$ cat config.mk
export PLATFORM = sky130hd
export DESIGN_NAME = rgm_ctrl
export DESIGN_NICKNAME = d
export VERILOG_FILES = /design/src/rtl/rgm_pkg.sv /design/src/rtl/rgm_ctrl.sv
export SDC_FILE = /design/constraint.sdc
export NUM_CORES = 1
export LEC_CHECK = 0
export ABC_AREA = 1
export CAP_MARGIN = 20
export CORE_ASPECT_RATIO = 1.1
export CORE_UTILIZATION = 25
export DETAILED_ROUTE_END_ITERATION = 6
export DONT_BUFFER_PORTS = 1
export PLACE_DENSITY = 0.45
export SYNTH_ARGS = -nofsm -noshare
export SYNTH_HDL_FRONTEND = slang
export SYNTH_SLANG_ARGS = --single-unit
$ cat constraint.sdc
create_clock -name clk -period 1 [get_ports clk]
set_input_delay 0.1 -clock clk [delete_from_list [all_inputs] [get_ports clk]]
set_output_delay 0.1 -clock clk [all_outputs]
set_load 0.005 [all_outputs]
$ cat src/rtl/rgm_pkg.sv
// shared types and constants for the relative gradient magnitude block
// no dependencies; used by rgm_ctrl, rgm_dp and the top level
package rgm_pkg;

  localparam int unsigned MAG_BITS = 16;
  localparam logic [MAG_BITS-1:0] MAG_MAX = 16'd32768;
  localparam int unsigned ROOT_FRAC2 = 30;  // radicand is scaled by 2^30
  localparam int unsigned LW_BITS = 12;
  localparam int unsigned FH_BITS = 13;
  localparam int unsigned THR_BITS = 18;
  localparam logic [FH_BITS-1:0] MAX_HEIGHT = 13'd4096;

  typedef enum logic [1:0] {
    REG_LINE_WIDTH    = 2'd0,
    REG_FRAME_HEIGHT  = 2'd1,
    REG_SUM_THRESHOLD = 2'd2,
    REG_UNUSED        = 2'd3
  } reg_idx_t;

  typedef enum logic [3:0] {
    ST_IDLE,
    ST_UPDATE,
    ST_NEXT,
    ST_PREP,
    ST_SQR,
    ST_ROOT,
    ST_DLOAD,
    ST_DIV,
    ST_FIN,
    ST_OUT
  } state_t;

  typedef struct packed {
    logic accept;
    logic update;
    logic prep;
    logic sq_load;
    logic zero;
    logic root_step;
    logic div_load;
    logic div_step;
    logic finish;
    logic pop;
  } cmd_t;

  typedef struct packed {
    logic match;
    logic pending;
    logic below;
    logic root_last;
    logic div_last;
  } sts_t;

endpackage

$ cat src/rtl/rgm_ctrl.sv
// sequencer for the relative gradient magnitude block
// depends on rgm_pkg; drives commands into rgm_dp
module rgm_ctrl
  import rgm_pkg::*;
(
  input  logic clk,
  input  logic rst_n,
  input  logic in_valid,
  input  logic out_stall,
  input  sts_t sts,
  output cmd_t cmd,
  output logic in_stall,
  output logic out_valid
);

  state_t state_r, state_nxt;

  always_ff @(posedge clk) begin
    if (!rst_n) begin
      state_r <= ST_IDLE;
    end else begin
      state_r <= state_nxt;
    end
  end

  always_comb begin
    state_nxt = state_r;
    case (state_r)
      ST_IDLE: begin
        if (in_valid && sts.match) state_nxt = ST_UPDATE;
      end
      ST_UPDATE: state_nxt = ST_NEXT;
      ST_NEXT: begin
        state_nxt = sts.pending ? ST_PREP : ST_IDLE;
      end
      ST_PREP: state_nxt = ST_SQR;
      ST_SQR: begin
        state_nxt = sts.below ? ST_OUT : ST_ROOT;
      end
      ST_ROOT: begin
        if (sts.root_last) state_nxt = ST_DLOAD;
      end
      ST_DLOAD: state_nxt = ST_DIV;
      ST_DIV: begin
        if (sts.div_last) state_nxt = ST_FIN;
      end
      ST_FIN: state_nxt = ST_OUT;
      ST_OUT: begin
        if (!out_stall) state_nxt = ST_NEXT;
      end
      default: state_nxt = ST_IDLE;
    endcase
  end

  always_comb begin
    cmd = '0;
    in_stall = 1'b1;
    out_valid = 1'b0;
    case (state_r)
      ST_IDLE: begin
        in_stall = 1'b0;
        cmd.accept = in_valid;
      end
      ST_UPDATE: cmd.update = 1'b1;
      ST_PREP: cmd.prep = 1'b1;
      ST_SQR: begin
        cmd.sq_load = 1'b1;
        cmd.zero = sts.below;
      end
      ST_ROOT: cmd.root_step = 1'b1;
      ST_DLOAD: cmd.div_load = 1'b1;
      ST_DIV: cmd.div_step = 1'b1;
      ST_FIN: cmd.finish = 1'b1;
      ST_OUT: begin
        out_valid = 1'b1;
        cmd.pop = !out_stall;
      end
      default: begin
        cmd = '0;
      end
    endcase
  end

endmodule

Yosys cells after proc, flatten, opt, wreduce, memory -nomap -nowiden

Index checks and enable logic that the tools add are counted.
W data, S select, Z words.

Register bits after elaboration: 4
Output and inout bits: 12
Word-level logic and storage cells: 36
Input bits: 9

Multiplexer cells: 18
Reduce and logical (&&, ||, !) cells: 4
Equal/unequal tests: 13

Operators by type and width:

| cell                 | number |
|---|---|
| $pmux W4 S10         | 1 |
| $mux W4              | 5 |
| $eq A4 B3 Y1 const B | 4 |
| $mux W1              | 10 |
| $eq A4 B2 Y1 const B | 2 |
| $eq A4 B4 Y1 const B | 2 |
| $ne A2 B2 Y1 const B | 4 |
| $eq A4 B1 Y1 const B | 1 |
| $logic_not A4 Y1     | 1 |
| $mux W2              | 2 |
| $reduce_and A4 Y1    | 1 |
| $logic_and A1 B1 Y1  | 1 |
| $logic_not A1 Y1     | 1 |

Depth between registers and ports, before layout

Gate-level depths: netlist of the first run.

Word-level depth: 3
Depth in mapped cells: 7
Depth with buffers taken out: 7

Worst setup path after synthesis of the first run

Ideal clock, no wire load.

Path type: flip-flop to flip-flop
Start point: register state_r[2]
End point: register state_r[2]
Required time: 0.881 ns
Period minus slack after synthesis: 1.049 ns
Path slack: -0.049 ns
Setup time: 0.119 ns
Data arrival time: 0.930 ns
Stages on the path, launching flop included: 8
Path through: dfxtp_1 -> inv_2 -> nor2_4 -> nand3b_1 -> nand2_2 -> nor2_4 -> nand2_1 -> a21oi_1

Cells in the longest elaborated chain, start to end: 3
Elaborated cells on any way between the ends: 16

Ends and longest elaborated chain:

| element                              | RTL line       | source |
|---|---|---|
| from (decl)                          | rgm_ctrl.sv:16 | `state_t state_r, state_nxt;` |
| from (signal assigned)               | rgm_ctrl.sv:22 | `state_r <= state_nxt;` |
| $eq A4 B3 Y1 (tied with other cells) | rgm_ctrl.sv:28 | `case (state_r)` |
| $ne A2 B2 Y1 (no source line)        | -              |  |
| $reduce_and A4 Y1 (no source line)   | -              |  |

Several ways; a longest one is shown, not always the timed one.
A chain may end at the register's enable or synchronous reset.

==> impl_metrics.env, run 1 <==
export IMPL_place_congestion=0.818
export IMPL_seq_area_frac_synth_pct=20.3
export IMPL_die_area_mm2=0.00174
export IMPL_num_antenna_cells=0
export IMPL_grt_pass1_wl_um=1750
export IMPL_r2r_start="state_r[2]"
export IMPL_highest_layer="met3"
export IMPL_routed_wirelength_um=1140
export IMPL_grt_max_degree=7
export IMPL_netlist_area_leader_share_pct=20.3
export IMPL_fillers=162
export IMPL_setup_tns_final_ns=-2.70
export IMPL_path_clk_slew_ns=0.04
export IMPL_clockRootBuffer="clkbuf_4"
export IMPL_crit_arrival_ns=1.12
export IMPL_clk_path_buf_depth=2
export IMPL_cp_slowest_stage_delay_ns=0.35
export IMPL_fin_worst_skew_ns=0.00199
export IMPL_antenna_found_initial=0
export IMPL_crit_type="reg2out"
export IMPL_ys_top_cells_by_area="dfxtp_1 (20%), nand2_1 (17%), inv_1 (13%)"
export IMPL_power_switching_uw=342
export IMPL_combPwrFrac_pct=51.1
export IMPL_ioPinCount=21
export IMPL_worstPathRequired_ns=0.90
export IMPL_max_freq_mhz=821
export IMPL_dr_pass1_iters=4
export IMPL_rows=14
export IMPL_startpoint="state_r[0]"
export IMPL_vias_per_cell=4.55
export IMPL_wire_per_inst_um=10.6
export IMPL_numCtsBuffers=3
export IMPL_drive_gt1_share_pct=57.1
export IMPL_worst_slew_pin_slew_ns=0.210
export IMPL_rsz0062_at_grt="true"
export IMPL_max_vdd_ir_drop_uv=857
export IMPL_htree_levels=1
export IMPL_syn_area_um2=394
export IMPL_ant_nets=0
export IMPL_status="complete, but fails checks"
export IMPL_cts_tree="built"
export IMPL_slew_viol_final=0
export IMPL_fin_cells=107
export IMPL_clk_latency_ns=0.23
export IMPL_hold_viol=0
export IMPL_route_met2_wl_um=639
export IMPL_period_needed_ns=1.22
export IMPL_cp_start_kind="flip-flop"
export IMPL_synth_seq_cells=4
export IMPL_hp_start="rst_n"
export IMPL_path_cells="nor2_4 > inv_2 > nor2_2 > buf_4 > buf_6"
export IMPL_hpwl_um=873
export IMPL_synth_fp_nets=78
export IMPL_grt_ovfl_total=0
export IMPL_synth_warnings=0
export IMPL_min_path_type="in2reg"
export IMPL_cp_max_fo=5
export IMPL_cts_sinks=4
export IMPL_pwr_share_clk_pct=22.6
export IMPL_slew_headroom_pct=85.9
export IMPL_maxCapViolations=0
export IMPL_p_sw_share_pct=39.1
export IMPL_grt_pass1_vias=430
export IMPL_power_internal_uw=534
export IMPL_yosysTopAreaCell="dfxtp_1"
export IMPL_wl_met3_um=46
export IMPL_core_mm2=0.00142
export IMPL_setup_viol=16
export IMPL_die_h_um=43.6
export IMPL_drc_errors=0
export IMPL_total_leakage_power_nw=0.360
export IMPL_numPortBuffers=0
export IMPL_dp_cells=97
export IMPL_violations="setup timing"
export IMPL_drt_iter0_drc=5
export IMPL_yosys_cell_types_count=16
export IMPL_avgSynthCellArea_um2=5.71
export IMPL_slowest_stage="dfxtp_4"
export IMPL_die_w_um=39.9
export IMPL_cp_end_kind="output port"
export IMPL_layout_nets=102
export IMPL_netlist_instances=69
export IMPL_num_vias=487
export IMPL_pwr_share_seq_pct=26.2
export IMPL_powerDensity_mw_per_mm2=1350
export IMPL_area_growth_pct=64.8
export IMPL_track_usage_pct=15.5
export IMPL_fin_crit_sh_pct=122
export IMPL_max_flop_register="state_r"
export IMPL_m1WireLength_um=449
export IMPL_initial_utilization_pct=27.8
export IMPL_largest_register_ffs=4
export IMPL_setup_slack_ns=-0.219
export IMPL_reg_top3="state_r (4)"
critical path: cells and delay by family (launching register included):
| kind | cells | cell delay, ns |
|---|---|---|
| buffers and inverters | 3 | 0.26 |
| flip-flops | 1 | 0.35 |
| AND/OR/NAND/NOR | 2 | 0.28 |
kinds of logic after synthesis:
group	count (synthesis)	synth area share, %
compound gates	7	8.89
buf+inv	18	17.1
flops	4	20.3
simple gates	40	53.6
per-layer routing:
layer | vias to the layer above | track usage [%]
met3 | 0 | 7.69
met4 | 0 | 4.14
li1 | 257 | -
met2 | 11 | 26.6
met1 | 219 | 16.1
met5 | - | 0
worst paths after layout:
| path | depth (start not counted) | slack (ns) | to |
|---|---|---|---|
| min | 2 | 0.06 | state_r[3] |
| max reg2reg | 8 | -0.21 | state_r[0] |
| min reg2reg | 2 | 0.54 | state_r[0] |
| max | 5 | -0.22 | cmd[6] |
cell usage in the layout (no fill, tap or decap):
master / n
a21oi_1: 4
buf_4: 13
buf_6: 6
clkbuf_4: 3
dfxtp_4: 4
inv_1: 9
inv_2: 9
nand2_1: 15
nand2_2: 4
nand2_4: 1
nand3_1: 4
nand3_2: 3
nand3b_1: 1
nand4_1: 1
nor2_1: 2
nor2_2: 4
nor2_4: 4
nor3_2: 1
o21ai_0: 1
o21ai_1: 2
Yosys cell counts (all sizes together):
cell type,count
a21oi,4
dfxtp,4
inv,18
nand2,20
nand3,7
nand3b,1
nand4,1
nor2,10
nor3,1
o21ai,3
layout make-up:
type | instances | area (µm²) | share of cell area, %
multi-input combinational | 47 | 279 | 43.0
timing repair buffer | 19 | 165 | 25.4
sequential | 4 | 95.1 | 14.6
inverter | 18 | 67.6 | 10.4
clock buffer | 3 | 22.5 | 3.47
tap | 16 | 20.0 | 3.08
power groups by stage:
stage	combinational [mW]	clock [mW]	sequential (mW)
floorplan	0.280	0	0.227
global placement	0.366	0	0.232
detailed placement	0.363	0	0.236
CTS	0.435	0.206	0.229
global route	0.498	0.220	0.234
finish	0.448	0.198	0.230
stage by stage:
stage          setup WS, ns  total power [mW]  area, µm²  util, %  hold WS (ns)
2_1_floorplan       0.00515             0.507        417        -         0.231
3_3_place_gp         -0.107             0.598        527     37.1         0.234
3_5_place_dp         -0.104             0.599        527     37.1         0.234
4_1_cts              -0.213             0.871        639     45.1        0.0514
5_1_grt              -0.293             0.953        649     45.8        0.0589
6_report             -0.219             0.876        649     45.8        0.0574
timing repair:
| item | CTS | global route |
|---|---|---|
| setup endpoints to repair | 16 | 16 |
| resized for setup | 15 | 3 |
| hold buffers | 0 | 0 |
| pin swaps | 6 | 6 |
| cloned | 0 | 0 |
| setup buffers | 7 | 0 |
Power figures use the tool's default switching activity.
==> run 2, diff against run 1 <==
CORE_MARGIN = 2   (was unset)
==> run 2 against run 1 <==
Effect of this change:
- the flow still finishes with violations (setup timing)
- clock-buffer cell count unchanged
- sequential power increased by 5%
- maximum frequency increased by 1.4%
- largest cell class unchanged
- largest power group unchanged
==> impl_metrics.env, run 2 (same netlist as run 1, synthesis figures left out) <==
export IMPL_status="complete, but fails checks"
export IMPL_violations="setup timing"
export IMPL_cts_tree="built"
export IMPL_cp_slowest_stage_delay_ns=0.37
export IMPL_hold_path_cell_count=2
export IMPL_pwr_share_clk_pct=19.5
export IMPL_cp_end_kind="output port"
export IMPL_cp_start_kind="flip-flop"
export IMPL_slew_headroom_pct=82.3
export IMPL_power_internal_uw=629
export IMPL_htree_levels=1
export IMPL_layout_nets=108
export IMPL_grt_max_degree=7
export IMPL_ioPinCount=21
export IMPL_num_vias=532
export IMPL_cpLargestDelayFamily="flip-flops"
export IMPL_maxCapViolations=0
export IMPL_rows=15
export IMPL_setup_slack_ns=-0.202
export IMPL_r2r_setup_slack_ns=-0.19
export IMPL_place_ws_ns=-0.111
export IMPL_max_flop_register="state_r"
export IMPL_min_path_type="in2reg"
export IMPL_ff2ff_path_depth=8
export IMPL_r2r_start="state_r[0]"
export IMPL_startpoint="state_r[2]"
export IMPL_initial_utilization_pct=25.9
export IMPL_cts_sinks=4
export IMPL_clk_path_buf_depth=2
export IMPL_dr_pass1_iters=5
export IMPL_period_needed_ns=1.20
export IMPL_hp_start="rst_n"
export IMPL_max_vdd_ir_drop_uv=789
export IMPL_cp_max_fo=6
export IMPL_final_util_pct=50.0
export IMPL_wire_per_inst_um=11.1
export IMPL_num_antenna_cells=0
export IMPL_max_freq_mhz=832
export IMPL_combPwrFrac_pct=57.8
export IMPL_slowest_stage="dfxtp_4"
export IMPL_powerDensity_mw_per_mm2=1390
export IMPL_hpwl_um=888
export IMPL_largest_register_ffs=4
export IMPL_antenna_found_initial=0
export IMPL_routed_wirelength_um=1260
export IMPL_die_h_um=45.6
export IMPL_numPortBuffers=0
export IMPL_area_growth_pct=92.7
export IMPL_p_sw_share_pct=40.5
export IMPL_die_area_mm2=0.00191
export IMPL_worst_r2r_endpoint="state_r[1]"
export IMPL_place_congestion=0.842
export IMPL_drc_errors=0
export IMPL_numCtsBuffers=3
export IMPL_setup_viol=16
export IMPL_grt_pass1_vias=481
export IMPL_slew_viol_final=0
export IMPL_worstPathRequired_ns=0.90
export IMPL_layout_common_cells="buf_4 (15), inv_2 (12), buf_6 (10)"
export IMPL_grt_pass1_wl_um=1900
export IMPL_path_cells="inv_2 > nor2_4 > nand2_2 > buf_4 > inv_2"
export IMPL_core_mm2=0.00152
export IMPL_power_switching_uw=428
export IMPL_clockRootBuffer="clkbuf_4"
export IMPL_whs_endpoint="state_r[1]"
export IMPL_clk_latency_ns=0.24
export IMPL_reg_top3="state_r (4)"
export IMPL_hold_viol=0
export IMPL_crit_arrival_ns=1.10
export IMPL_die_w_um=41.9
export IMPL_grt_ovfl_total=0
export IMPL_drive_gt1_share_pct=72.2
export IMPL_fin_crit_sh_pct=120
export IMPL_fin_worst_skew_ns=0.00787
export IMPL_path_clk_slew_ns=0.04
export IMPL_ant_nets=0
export IMPL_crit_type="reg2out"
export IMPL_worst_slew_pin_slew_ns=0.263
export IMPL_rsz0062_at_grt="true"
export IMPL_layout_commonest_cell="buf_4"
export IMPL_vias_per_cell=4.67
export IMPL_crit_top_cell="inv_2"
export IMPL_cp_num_buf_inv=3
export IMPL_pwr_share_seq_pct=22.8
export IMPL_total_leakage_power_nw=0.394
export IMPL_track_usage_pct=13.5
export IMPL_drt_iter0_drc=5
run 2: cell types whose count changed in the layout (fill, tap and decap cells not counted), sizes merged:
cell / change
buf: +6
run 2: area by class of cell:
type	instances	area, µm²
Clock buffer	3	22.5
Fill cell	152	761
Inverter	18	70.1
Multi-Input combinational cell	47	325
Sequential cell	4	95.1
Tap cell	17	21.3
Timing Repair Buffer	25	225
run 2: worst max path at each step:
| stage | endpoint | cells past startpoint |
|---|---|---|
| after floorplan | state_r[2] | 7 |
| after global placement | state_r[2] | 7 |
| after detailed placement | state_r[2] | 7 |
| after CTS | cmd[4] | 5 |
| after global routing | cmd[4] | 5 |
| final | cmd[2] | 5 |
run 2: stage by stage:
step	area, µm²	instances	hold WS [ns]	power [mW]	TNS (ns)
3_3_place_gp	536	99	0.235	0.638	-0.406
6_report	759	114	0.0718	1.06	-2.82
4_1_cts	686	110	0.0601	1.02	-2.68
2_1_floorplan	417	69	0.231	0.507	0
3_5_place_dp	536	99	0.233	0.634	-0.419
5_1_grt	759	114	0.0957	1.13	-3.62
run 2: layer usage:
metal	vias up	wire (µm)	track usage, %
met1	254	487	12.6
met3	0	64	6.35
met2	11	708	27.2
li1	267	-	-
met5	-	0	0
met4	0	0	1.94
run 2: power by group through the flow:
stage / logic (mW) / clock network (mW) / registers [mW]
final: 0.611 / 0.206 / 0.241
after global routing: 0.656 / 0.225 / 0.245
after CTS: 0.565 / 0.218 / 0.239
after detailed placement: 0.400 / 0 / 0.234
after global placement: 0.407 / 0 / 0.231
after floorplan: 0.280 / 0 / 0.227
run 2: repair_timing:
item | CTS | global route
setup endpoints to repair | 16 | 16
pin swaps | 10 | 12
hold buffers | 0 | 0
gates resized for setup | 21 | 19
endpoints found under the hold margin | 0 | 0
buffers inserted | 8 | 4
gates cloned | 0 | 0
